`config.mk`:
```
export PLATFORM = sky130hd
export DESIGN_NAME = bbd_colour
export DESIGN_NICKNAME = d
export VERILOG_FILES = /design/src/hdl/bbd_pkg.sv /design/src/hdl/bbd_colour.sv
export SDC_FILE = /design/constraint.sdc
export NUM_CORES = 1
export LEC_CHECK = 0
export CAP_MARGIN = 30
export CORE_ASPECT_RATIO = 0.9
export CORE_MARGIN = 2
export CORE_UTILIZATION = 40
export DETAILED_ROUTE_END_ITERATION = 10
export DONT_BUFFER_PORTS = 1
export SLEW_MARGIN = 40
export SYNTH_ARGS = -nofsm -noshare
export SYNTH_HDL_FRONTEND = slang
export SYNTH_SLANG_ARGS = --single-unit
```
`constraint.sdc`:
```
create_clock -name clk -period 46.2 [get_ports clk]
set_input_delay 9.24 -clock clk [delete_from_list [all_inputs] [get_ports clk]]
set_output_delay 9.24 -clock clk [all_outputs]
set_load 0.1 [all_outputs]
```
`src/hdl/bbd_pkg.sv`:
```
// bbd_pkg: shared types, constants and pixel math for the bayer demosaic
// no dependencies
`timescale 1ns / 1ps
package bbd_pkg;
  localparam int DEF_MAX_WIDTH = 2048;
  localparam logic [1:0]  RST_LAYOUT = 2'd0;
  localparam logic [11:0] RST_WIDTH = 12'd640;
  localparam logic [12:0] RST_HEIGHT = 13'd480;

  localparam logic [1:0] REG_LAYOUT = 2'd0;
  localparam logic [1:0] REG_WIDTH  = 2'd1;
  localparam logic [1:0] REG_HEIGHT = 2'd2;

  localparam logic [1:0] COL_R = 2'd0;
  localparam logic [1:0] COL_G = 2'd1;
  localparam logic [1:0] COL_B = 2'd2;

  // 3x3 neighborhood, [row][col], col 0 = left of pixel
  typedef logic [2:0][2:0][7:0] nbhd_t;

  // one pixel job handed to the color unit
  typedef struct packed {
    nbhd_t       win;
    logic [1:0]  layout;
    logic        y_odd;
    logic        x_odd;
    logic        top;
    logic        bot;
    logic        lft;
    logic        rgt;
    logic        run_last;
    logic        frame_end;
  } pix_job_t;

  function automatic logic [1:0] colour_at(input logic [1:0] lay, input logic yo,
                                           input logic xo);
    logic [1:0] c;
    unique case ({lay, yo, xo})
      4'b0000: c = COL_R; 4'b0001: c = COL_G; 4'b0010: c = COL_G; 4'b0011: c = COL_B;
      4'b0100: c = COL_G; 4'b0101: c = COL_B; 4'b0110: c = COL_R; 4'b0111: c = COL_G;
      4'b1000: c = COL_G; 4'b1001: c = COL_R; 4'b1010: c = COL_B; 4'b1011: c = COL_G;
      4'b1100: c = COL_B; 4'b1101: c = COL_G; 4'b1110: c = COL_G; default: c = COL_R;
    endcase
    return c;
  endfunction
endpackage

```
`src/hdl/bbd_colour.sv`:
```
// bbd_colour: bilinear interpolation and luma for one pixel, two register stages
// depends on bbd_pkg
`timescale 1ns / 1ps
module bbd_colour (
  input  logic              clk,
  input  logic              rst_n,
  input  logic              en,
  input  logic              in_vld,
  input  bbd_pkg::pix_job_t job,
  output logic              out_vld,
  output logic [33:0]       out_data
);
  import bbd_pkg::*;

  logic [2:0][7:0] val;
  logic [2:0][7:0] val_r;
  logic s1_vld_r, s2_vld_r;
  logic s1_last_r, s1_fend_r;
  logic [33:0] out_data_r;

  always_comb begin
    logic [1:0]  own, cc;
    logic [10:0] sum;
    logic [3:0]  cnt;
    logic [7:0]  q;
    logic        ok;
    own = colour_at(job.layout, job.y_odd, job.x_odd);
    for (int ch = 0; ch < 3; ch++) begin
      sum = '0;
      cnt = '0;
      for (int dy = 0; dy < 3; dy++) begin
        for (int dx = 0; dx < 3; dx++) begin
          ok = !(dy == 1 && dx == 1);
          if (dy == 0 && job.top) ok = 1'b0;
          if (dy == 2 && job.bot) ok = 1'b0;
          if (dx == 0 && job.lft) ok = 1'b0;
          if (dx == 2 && job.rgt) ok = 1'b0;
          cc = colour_at(job.layout, job.y_odd ^ (dy != 1), job.x_odd ^ (dx != 1));
          if (ok && cc == 2'(ch)) begin
            sum = sum + 11'(job.win[dy][dx]);
            cnt = cnt + 4'd1;
          end
        end
      end
      // counts are 1, 2, 3 or 4 for legal sizes
      unique case (cnt)
        4'd1: q = sum[7:0];
        4'd2: q = sum[8:1];
        4'd3: q = 8'((20'(sum) * 20'd683) >> 11);
        4'd4: q = sum[9:2];
        default: q = '0;
      endcase
      val[ch] = (own == 2'(ch)) ? job.win[1][1] : q;
    end
  end

  always_ff @(posedge clk) begin
    if (!rst_n) begin
      s1_vld_r <= 1'b0;
      s2_vld_r <= 1'b0;
    end else if (en) begin
      s1_vld_r <= in_vld;
      s2_vld_r <= s1_vld_r;
    end
  end

  always_ff @(posedge clk) begin
    if (en) begin
      val_r <= val;
      s1_last_r <= job.run_last;
      s1_fend_r <= job.frame_end;
      out_data_r <= {s1_fend_r, s1_last_r,
                     8'((17'(val_r[0]) * 17'd77 + 17'(val_r[1]) * 17'd150
                         + 17'(val_r[2]) * 17'd29) >> 8),
                     val_r[2], val_r[1], val_r[0]};
    end
  end
  assign out_vld = s2_vld_r;
  assign out_data = out_data_r;
endmodule

```
After elaboration in Yosys (flattened, before gate mapping)
Memories as Yosys holds them, arrays and structs flattened.
Index checks and enable logic that the tools add are counted.

cells by class
  add/sub/neg operators = 44
  multipliers = 6
  eq/ne operators = 30
  mux-type cells = 62
  bitwise logic cells = 2
  reductions and logical operators = 33

operator list
  cell                                                                   number
  11-bit by 8-bit adder with 11-bit output                               19
  11-bit two-way mux                                                     19
  8-bit one-hot mux with 4 select lines                                  3
  4-bit by 1-bit adder with 4-bit output, second input constant          20
  4-bit two-way mux                                                      20
  11-bit by 10-bit multiplier with 19-bit output, second input constant  3
  8-bit two-way mux                                                      6
  8-bit by 7-bit multiplier with 15-bit output, second input constant    2
  4-bit by 2-bit == test with 1-bit output, second input constant        6
  1-bit logical AND                                                      24
  2-bit by 1-bit == test with 1-bit output, second input constant        9
  2-bit == test, second input constant                                   9
  2-bit zero test                                                        9
  15-bit by 16-bit adder with 16-bit output                              1
  16-bit by 13-bit adder with 16-bit output                              1
  8-bit by 5-bit multiplier with 13-bit output, second input constant    1
  4-bit by 1-bit == test with 1-bit output, second input constant        3
  4-bit by 3-bit == test with 1-bit output, second input constant        3
  1-bit two-way mux                                                      11
  9-bit by 8-bit adder with 10-bit output                                1
  10-bit two-way mux                                                     1
  8-bit by 8-bit adder with 9-bit output                                 1
  9-bit two-way mux                                                      1
  1-bit by 1-bit adder with 2-bit output, second input constant          1
  other kinds (2)                                                        3

word-level totals
  register bits after elaboration = 62
  ROM bits = 800
  input bits = 86
  output and inout bits = 35
  logic and storage cells = 210
  memories kept = 25

memories
  memory            depth  width  read ports  clocked after memory_dff  wr ports  RTL line       text
  (no name shown)   16     2      1           0                         0         bbd_pkg.sv:38  unique case ({lay, yo, xo})
  (no name shown)   16     2      1           0                         0         bbd_pkg.sv:38
  (no name shown)   16     2      1           0                         0         bbd_pkg.sv:38
  (no name shown)   16     2      1           0                         0         bbd_pkg.sv:38
  (no name shown)   16     2      1           0                         0         bbd_pkg.sv:38
  (no name shown)   16     2      1           0                         0         bbd_pkg.sv:38
  19 more memories  n/a    n/a    n/a         n/a                       n/a       n/a

Longest topological paths before layout
Gate-level depths: netlist of run 1.
An unclocked memory read counts as a cell.

  depth in word-level cells = 22
  mapped depth = 74
  gate-level depth less buffers = 73

Worst setup path before layout of run 1
No wires, ideal clock.

  path kind = input to register
  start = input port job[6] (netlist name)
  end = register val_r[15] (netlist name), data pin
  arrival = 22.442 ns
  data required time = 45.939 ns
  setup slack = 23.497 ns
  cell stages on the path = 63
  cells stage by stage = inv_1 ha_1 xnor3_1 buf_2 buf_2 nor3_1 ha_1 inv_1 fa_1 o41ai_2 ha_1 a21oi_1 o21bai_1 xor2_1 mux2_2 ha_1 o21ai_0 nand2b_1 (+27 left out) ha_1 ha_1 fa_1 fa_1 inv_1 fa_1 inv_1 ha_1 a21o_1 a21oi_1 o21ai_0 a221o_1 o21ai_0 a31oi_4 a21oi_2 o21bai_2 xnor2_1 a221o_1

RTL lines
  what                  RTL line          text
  from (decl)           bbd_colour.sv:9   input bbd_pkg::pix_job_t job,
  to (signal assigned)  bbd_colour.sv:69  val_r <= val;
  to (decl)             bbd_colour.sv:16  logic [2:0][7:0] val_r;

==> reports/results.ini, run 1 <==
[status]
outcome=finished clean

[die]
placementRows=82
io_pins=121
start_util=0.404
fp.dieW_um=253
die_y_um=228
die_area_um2=57900
coreArea_um2=55500

[placed_design]
io_buffers=0
dp_hpwl_mm=58.3
place_inst=3416
place.gp.congestion=0.968

[clocking]
cts_repair_resize_count=0
cts-root-buf=clkbuf_16
cts_setup_buffers=0
cts_inserted_buffers=9
cts_tree=done
cts_hold_buf=0
path_clk_slew_ns=0.05
cts_buffer_depth=2
cts_num_sinks=62
h-tree-depth=3
clk_latency_ns=0.34

[logic_synthesis]
syn_area_per_cell_um2=8.34
synth.yosys.warnings=0
ys_async_sr_fraction=0
synth_cell_types=116
synth_area_um2=22400
synth_fp_nets=3369
synth_ff_type=edfxtp_1
syn_inst=2684
synth-edff-count=60
ys_ff_latch=62
yosysSeqAreaShare=0.0822

[worst_setup_path]
worst-path-buf-inv=8
slowest_delay_ns=0.61
path_common_cell=ha_1
cp.required_ns=46.26
crit_path_end_kind=register
cp-start-kind=input pin
cp.depth=70
critical_path_class=input pin to register
crit_fanout=30
arrival_ns=24.22
crit_family=compound AO/OA/AOI/OAI gates
cpMaxStageDelayCell=or4b_1
worstRegToRegCells=25

[timing]
fmax_mhz=41.4
skew_ns=0.00717
setup_viol=0
slew_viol_final=0
worst_pin_slew_ns=0.903
hold_viol=0
slew_headroom=0.399
rsz0062_at_grt=false
finalCritPeriodShare=0.523
finalCriticalPeriod_ns=24.16
final.setup.tns_ns=0

[detailed_routing]
drtAntennaViolNets=0
drt_first_pass_iters=5
vias=19833
wirelength_mm=68.7
vias_per_cell=5.78
drtIter0Drc=1323
drc_errors=0
wl_per_cell_um=20.0

[grt]
grt_pass1_wl_mm=109
grtUsageTotal=0.238
grt_pass1_vias=19948
antenna_found_initial=0
grt_max_degree=63
grt-ovfl-total=0

[layout]
nFillCells=5457
multiInputGateArea_um2=19000
post-route-util=0.432
seq_area_um2=1840
nNetsFinal=3358
diodes=0
layout-drive-gt1-share=0.0597
final_cell_count_no_fill=3434
area_growth_pct=7.16

[min_path]
hold_depth=0
hold_path_class=register to register

[flow_run]
maxCapViolCount=0

-- synthesized netlist by cell type (13+ instances only) --
| master | instances | area, um^2 |
|---|---|---|
| ha_1 | 448 | 5610 |
| o21ai_0 | 134 | 671 |
| nand2b_1 | 30 | 188 |
| xor2_1 | 49 | 429 |
| nor3_1 | 41 | 205 |
| o21ai_1 | 23 | 115 |
| xnor2_1 | 106 | 928 |
| edfxtp_1 | 60 | 1800 |
| a22o_1 | 13 | 114 |
| and2_1 | 23 | 144 |
| a31oi_1 | 18 | 113 |
| o31a_1 | 15 | 131 |
| o211ai_1 | 22 | 165 |
| nor2b_1 | 40 | 250 |
| nand2_1 | 170 | 638 |
| and3_1 | 17 | 106 |
| a211oi_1 | 33 | 248 |
| a21oi_1 | 160 | 801 |
| o31ai_1 | 20 | 150 |
| a21o_1 | 62 | 465 |
| nor2_1 | 224 | 841 |
| nand3_1 | 35 | 175 |
| inv_1 | 350 | 1310 |
| or2_2 | 16 | 100 |
| a22oi_1 | 31 | 233 |
| o21bai_1 | 18 | 135 |
| or3_1 | 21 | 131 |
| buf_2 | 15 | 75.1 |
| clkbuf_1 | 28 | 105 |
| o22ai_1 | 14 | 87.6 |
| o21a_1 | 45 | 338 |
| fa_1 | 151 | 3020 |
-- layout by cell type (no fill, tap or decap), types with 23 or more instances in the layout --
master	instances
nand2b_1	30
a211oi_1	33
edfxtp_1	60
a21o_1	62
inv_1	350
a21oi_1	160
nand2_1	170
xor2_1	49
nor3_1	41
nand3_1	35
o21ai_0	132
o21ai_1	25
fa_1	151
and2_1	23
xnor2_1	106
ha_1	448
nor2b_1	40
nor2_1	224
o21a_1	45
a22oi_1	31
-- layout make-up --
| class | instances | area share |
|---|---|---|
| Inverter | 355 | 0.0555 |
| Tap cell | 756 | 0.0394 |
| Timing Repair Buffer | 33 | 0.0224 |
| Multi-Input combinational cell | 2212 | 0.792 |
| Clock buffer | 9 | 0.00938 |
| Sequential cell | 62 | 0.0768 |
| Clock inverter | 7 | 0.00407 |
-- path summary, 6_finish.rpt --
path | slack, ns | endpoint | from
worst max-delay path | 22.04 | val_r[23] | job[6]
worst min-delay path | 0.42 | out_data[32] | s1_last_r
worst max register to register | 39.28 | out_data[31] | val_r[11]
worst min register to register | 0.42 | out_data[32] | s1_last_r
-- logic make-up after synthesis --
kind of cell | count (synthesis) | share of synthesized area
fa+ha+maj | 600 | 0.386
mux | 24 | 0.0131
compound gates | 740 | 0.226
simple gates | 684 | 0.153
xor+xnor | 164 | 0.0684
flops | 62 | 0.0822
buf+inv | 410 | 0.0716
-- sequential cells by signal, indices dropped and copies added (netlist names) --
| name | flops |
|---|---|
| out_data | 34 |
| val_r | 24 |
| out_vld | 1 |
| s1_fend_r | 1 |
| s1_last_r | 1 |
| s1_vld_r | 1 |
-- routing by layer --
layer	vias to the layer above	wire length (um)	track usage
met2	584	30000	0.375
met4	0	1320	0.0525
met1	9615	32500	0.341
met3	76	4890	0.0360
li1	9558	-	-
met5	-	0	0
-- stage by stage --
| stage | setup WS (ns) | hold slack (ns) | cell area [um^2] |
|---|---|---|---|
| after floorplan | 23.50 | 0.400 | 22400 |
| after global placement | 22.18 | 0.405 | 23200 |
| after detailed placement | 21.85 | 0.413 | 23600 |
| after CTS | 22.21 | 0.417 | 24000 |
| after global routing | 20.87 | 0.437 | 24000 |
| final | 22.04 | 0.423 | 24000 |
-- worst reg2reg max path: cells and delay by family, from the launching register on --
kind                     cells  cell delay (ns)
AND/OR/NAND/NOR              2             0.28
buffers and inverters        4             0.19
flip-flops                   1             0.54
AO/OA/AOI/OAI                8             1.78
XOR/XNOR                     1             0.08
adder cells (fa/ha/maj)     10             3.80
Power of run 1 is left out: the tool's default activity adds up to more than one toggle a clock period on the data nets, which glitch-free logic cannot reach.
==> run 2, diff against run 1 <==
- clock period: 46.2 -> 24.4 ns (I/O delays scaled with it)
==> run 2 against run 1 <==
Net effect: final area rose by 0.37%; critical path depth decreased by 9; first-iteration DRC count rose by 9.6%; clock skew is 0.00058 ns higher; cell count rose by 0.17%; worst setup slack got worse by 17 ns; core utilization is 0.16 points higher; sequential share of layout area about the same; global-route usage up 0.29 points; via count grew 0.20%; sequential cell count unchanged; die area did not move; critical endpoint is now val_r[15].
==> reports/results.ini, run 2 (synthesized netlist as in run 1, its figures left out) <==
[grt]
use_met1=0.340  ; -0.000661
grt_max_degree=63  ; unchanged
gr-usage-met2=0.381  ; +0.00642
grt_pass1_wl_mm=110  ; +1.2%
antenna_found_initial=0  ; unchanged
grt_busiest_layer=met2
grt_use_met3=0.0436  ; +0.00763
grtUsageTotal=0.241  ; +0.00287
grt_pass1_vias=20091  ; +0.72%
grt-ovfl-total=0  ; unchanged

[detailed_routing]
drtAntennaViolNets=0  ; unchanged
wirelength_mm=69.0  ; +0.34%
vias=19873  ; +0.20%
drc_errors=0  ; unchanged
wl_per_cell_um=20.0  ; +0.17%
drtIter0Drc=1450  ; +9.6%
drt_first_pass_iters=7  ; +2
vias_per_cell=5.78  ; about the same

[die]
die_area_um2=57900  ; unchanged
placementRows=82  ; unchanged
die_y_um=228  ; unchanged
coreArea_um2=55500  ; unchanged
fp.dieW_um=253  ; unchanged
io_pins=121  ; unchanged
start_util=0.404  ; unchanged

[min_path]
hold_path_class=register to register

[clocking]
cts_num_sinks=62  ; unchanged
h-tree-depth=3  ; unchanged
cts-root-buf=clkbuf_16
cts_hold_buf=0  ; unchanged
path_clk_slew_ns=0.05  ; about the same
cts_inserted_buffers=9  ; unchanged
cts_repair_resize_count=0  ; unchanged
clk_latency_ns=0.34  ; about the same
cts_buffer_depth=2  ; unchanged
cts_setup_buffers=0  ; unchanged
cts_tree=done

[layout]
layout-drive-gt1-share=0.0615  ; +0.00175
final_common_cell=ha_1
nFillCells=5476  ; +0.35%
nNetsFinal=3363  ; +0.15%
largest_reg_flops=34  ; unchanged
mostFrequentLayoutCells=448 x ha_1, 350 x inv_1, 224 x nor2_1
area_growth_pct=7.56
post-route-util=0.434  ; +0.00160

[timing]
finalCritPeriodShare=0.810
slew_viol_final=0  ; unchanged
finalWorstSetupSlack_ns=4.63  ; -17.41 ns
worst_pin_slew_ns=0.904  ; +0.000726 ns
final.setup.tns_ns=0  ; unchanged
hold_viol=0  ; unchanged
fmax_mhz=50.6
skew_ns=0.00775  ; +0.000577 ns
rsz0062_at_grt=false
slew_headroom=0.399  ; -0.000484
setup_viol=0  ; unchanged
finalCriticalPeriod_ns=19.77

[worst_setup_path]
arrival_ns=19.85  ; -4.37 ns
cp.required_ns=24.49  ; -21.77 ns
critical_path_class=input pin to register
crit_path_end_kind=register
path_common_cell=ha_1
slowest_delay_ns=0.81  ; +0.20 ns
crit_fanout=19  ; -37%
cp-start-kind=input pin
cpMaxStageDelayCell=mux4_2

[status]
outcome=finished clean

[placed_design]
io_buffers=0  ; unchanged
place.gp.congestion=0.964  ; -0.37%
dp_slack_ns=4.36  ; -17.49 ns
dp_hpwl_mm=58.5  ; +0.43%

[flow_run]
maxCapViolCount=0  ; unchanged

-- run 2: changes by cell type in the layout (fill, tap and decap cells not counted), sizes merged --
| cell | before | now |
|---|---|---|
| clkbuf | 9 | 13 |
| buf | 33 | 35 |
| clkinvlp | 2 | 0 |
| clkinv | 2 | 3 |
| diode | 0 | 1 |
-- run 2: worst max-delay path: cells and delay by family --
family / cells / cell delay (ns)
multiplexers: 3 / 1.39
AO/OA/AOI/OAI: 26 / 5.95
adder cells (fa/ha/maj): 15 / 5.15
XOR/XNOR: 5 / 0.66
buffers and inverters: 5 / 0.35
AND/OR/NAND/NOR: 7 / 1.42
-- run 2: stage by stage --
step	instance area (um^2)	instances	hold slack (ns)
final	24100	3440	0.420
after global routing	24100	3439	0.436
after CTS	23900	3434	0.424
after detailed placement	23600	3418	0.413
after global placement	23200	3400	0.404
after floorplan	22400	2684	0.400
-- run 2: layer usage --
| metal | wire length (um) | vias to the layer above |
|---|---|---|
| li1 | - | 9567 |
| met1 | 32300 | 9639 |
| met2 | 30200 | 580 |
| met3 | 5000 | 87 |
| met4 | 1390 | 0 |
| met5 | 0 | - |
-- run 2: final cells by class --
type	instances	area (um^2)	area share
multi-input combinational	2212	19000	0.790
sequential	62	1840	0.0765
inverter	355	1330	0.0553
tap	756	946	0.0393
timing repair buffer	38	613	0.0254
clock buffer	10	229	0.00950
clock inverter	6	95.1	0.00395
antenna	1	2.50	0.000104
-- run 2: worst paths after layout --
kind	startpoint	to	slack [ns]	cells after the start
hold / removal	s1_fend_r	out_data[33]	0.42	0
hold reg to reg	s1_fend_r	out_data[33]	0.42	0
setup / recovery	job[7]	val_r[15]	4.63	61
setup reg to reg	val_r[11]	out_data[31]	17.65	25
Power of run 2 is left out for the same reason.
==> run 3, diff against run 2 <==
- clock period: 24.4 -> 19.8 ns (I/O delays scaled with it)
==> run 3 against run 2 <==
Net effect: die area unchanged; wire length up 1.7%; via count about the same.
==> reports/results.ini, run 3 (synthesized netlist as in run 1, its figures left out) <==
[status]
outcome=finished clean

[grt]
grt_busiest_layer=met2
grt_max_degree=63  ; unchanged
antenna_found_initial=2  ; +2
grt_pass1_vias=19846  ; -1.2%
use_met1=0.353  ; +0.0133
grt_pass1_wl_mm=111  ; +0.70%
gr-usage-met2=0.380  ; -0.000856
grtUsageTotal=0.244  ; +0.00388
grt_use_met3=0.0375  ; -0.00615
grt-ovfl-total=0  ; unchanged

[worst_setup_path]
crit_fanout=13  ; -6
cp.required_ns=19.88  ; -4.61 ns
critical_path_class=input pin to register
cp-start-kind=input pin
crit_path_end_kind=register
cpMaxStageDelayCell=mux4_2
path_common_cell=ha_1
slowest_delay_ns=0.73  ; -0.08 ns
arrival_ns=18.66  ; -1.19 ns

[layout]
area_growth_pct=7.13
final_common_cell=ha_1
diodes=0  ; -1
mostFrequentLayoutCells=448 x ha_1, 350 x inv_1, 224 x nor2_1
nNetsFinal=3367  ; +0.12%
nFillCells=5508  ; +0.58%
layout-drive-gt1-share=0.0622  ; +0.000653
largest_reg_flops=34  ; unchanged
multiInputGateArea_um2=19000  ; -0.15%
seq_area_um2=1840  ; unchanged

[timing]
fmax_mhz=53.8
final.setup.tns_ns=0  ; unchanged
finalCriticalPeriod_ns=18.58
hold_viol=0  ; unchanged
slew_viol_final=0  ; unchanged
slew_headroom=0.402  ; +0.00361
rsz0062_at_grt=false
worst_pin_slew_ns=0.899  ; -0.00542 ns
skew_ns=0.0177  ; +0.00994 ns
finalCritPeriodShare=0.938
setup_viol=0  ; unchanged

[placed_design]
io_buffers=0  ; unchanged
dp_hpwl_mm=60.0  ; +2.5%
place.gp.congestion=0.953  ; -1.2%

[clocking]
clk_latency_ns=0.34  ; about the same
path_clk_slew_ns=0.05  ; about the same
cts-root-buf=clkbuf_16
h-tree-depth=3  ; unchanged
cts_setup_buffers=0  ; unchanged
cts_inserted_buffers=9  ; unchanged
cts_tree=done
cts_buffer_depth=2  ; unchanged
cts_num_sinks=62  ; unchanged

[die]
die_y_um=228  ; unchanged
coreArea_um2=55500  ; unchanged
placementRows=82  ; unchanged
start_util=0.404  ; unchanged
io_pins=121  ; unchanged
die_area_um2=57900  ; unchanged
fp.dieW_um=253  ; unchanged

[min_path]
hold_path_class=register to register

[detailed_routing]
wl_per_cell_um=20.4  ; +1.6%
drtIter0Drc=1678  ; +16%
vias=19890  ; +0.086%
vias_per_cell=5.78  ; about the same
wirelength_mm=70.1  ; +1.7%
drc_errors=0  ; unchanged
drt_first_pass_iters=5  ; -2
drtAntennaViolNets=0  ; unchanged

[flow_run]
maxCapViolCount=0  ; unchanged

[run 3: metrics by stage]
stage | hold WS [ns] | cells | cell area, um^2 | setup slack (ns) | util
final | 0.419 | 3443 | 24000 | 1.22 | 0.432
after global routing | 0.434 | 3443 | 24000 | 0.0542 | 0.432
after floorplan | 0.400 | 2684 | 22400 | 2.38 | -
after global placement | 0.406 | 3403 | 23200 | 0.720 | 0.418
after CTS | 0.420 | 3438 | 23900 | 0.926 | 0.430
after detailed placement | 0.408 | 3422 | 23600 | 0.587 | 0.426
[run 3: critical path: cells and delay by family]
| family | cells | cell delay, ns |
|---|---|---|
| AO/OA/AOI/OAI | 23 | 5.27 |
| XOR/XNOR | 5 | 0.85 |
| adder cells (fa/ha/maj) | 15 | 5.19 |
| buffers and inverters | 7 | 0.55 |
| multiplexers | 3 | 1.32 |
| AND/OR/NAND/NOR | 9 | 1.49 |
[run 3: path summary, 6_finish.rpt]
check | end | from | cells past startpoint | slack, ns
worst max-delay path | val_r[15] | job[7] | 62 | 1.22
worst min-delay path | out_data[32] | s1_last_r | 0 | 0.42
worst min register to register | out_data[32] | s1_last_r | 0 | 0.42
worst max register to register | out_data[31] | val_r[11] | 25 | 12.95
[run 3: routing by layer]
layer / part of all wire / vias up
li1: - / 9568
met1: 0.47 / 9610
met2: 0.43 / 612
met3: 0.074 / 100
met4: 0.024 / 0
met5: 0 / -
[run 3: timing repair]
| item | in CTS | in global routing |
|---|---|---|
| endpoints found under the setup margin | 0 | 1 |
| hold endpoints to repair | 0 | 0 |
| gates resized for setup | 0 | 1 |
| hold buffers | 0 | 0 |
[run 3: layout make-up]
class,count,share of cell area
Multi-Input combinational cell,2212,0.792
Sequential cell,62,0.0768
Inverter,355,0.0555
Tap cell,756,0.0394
Timing Repair Buffer,42,0.0256
Clock buffer,11,0.00970
Clock inverter,5,0.00115
Power of run 3 is left out for the same reason.
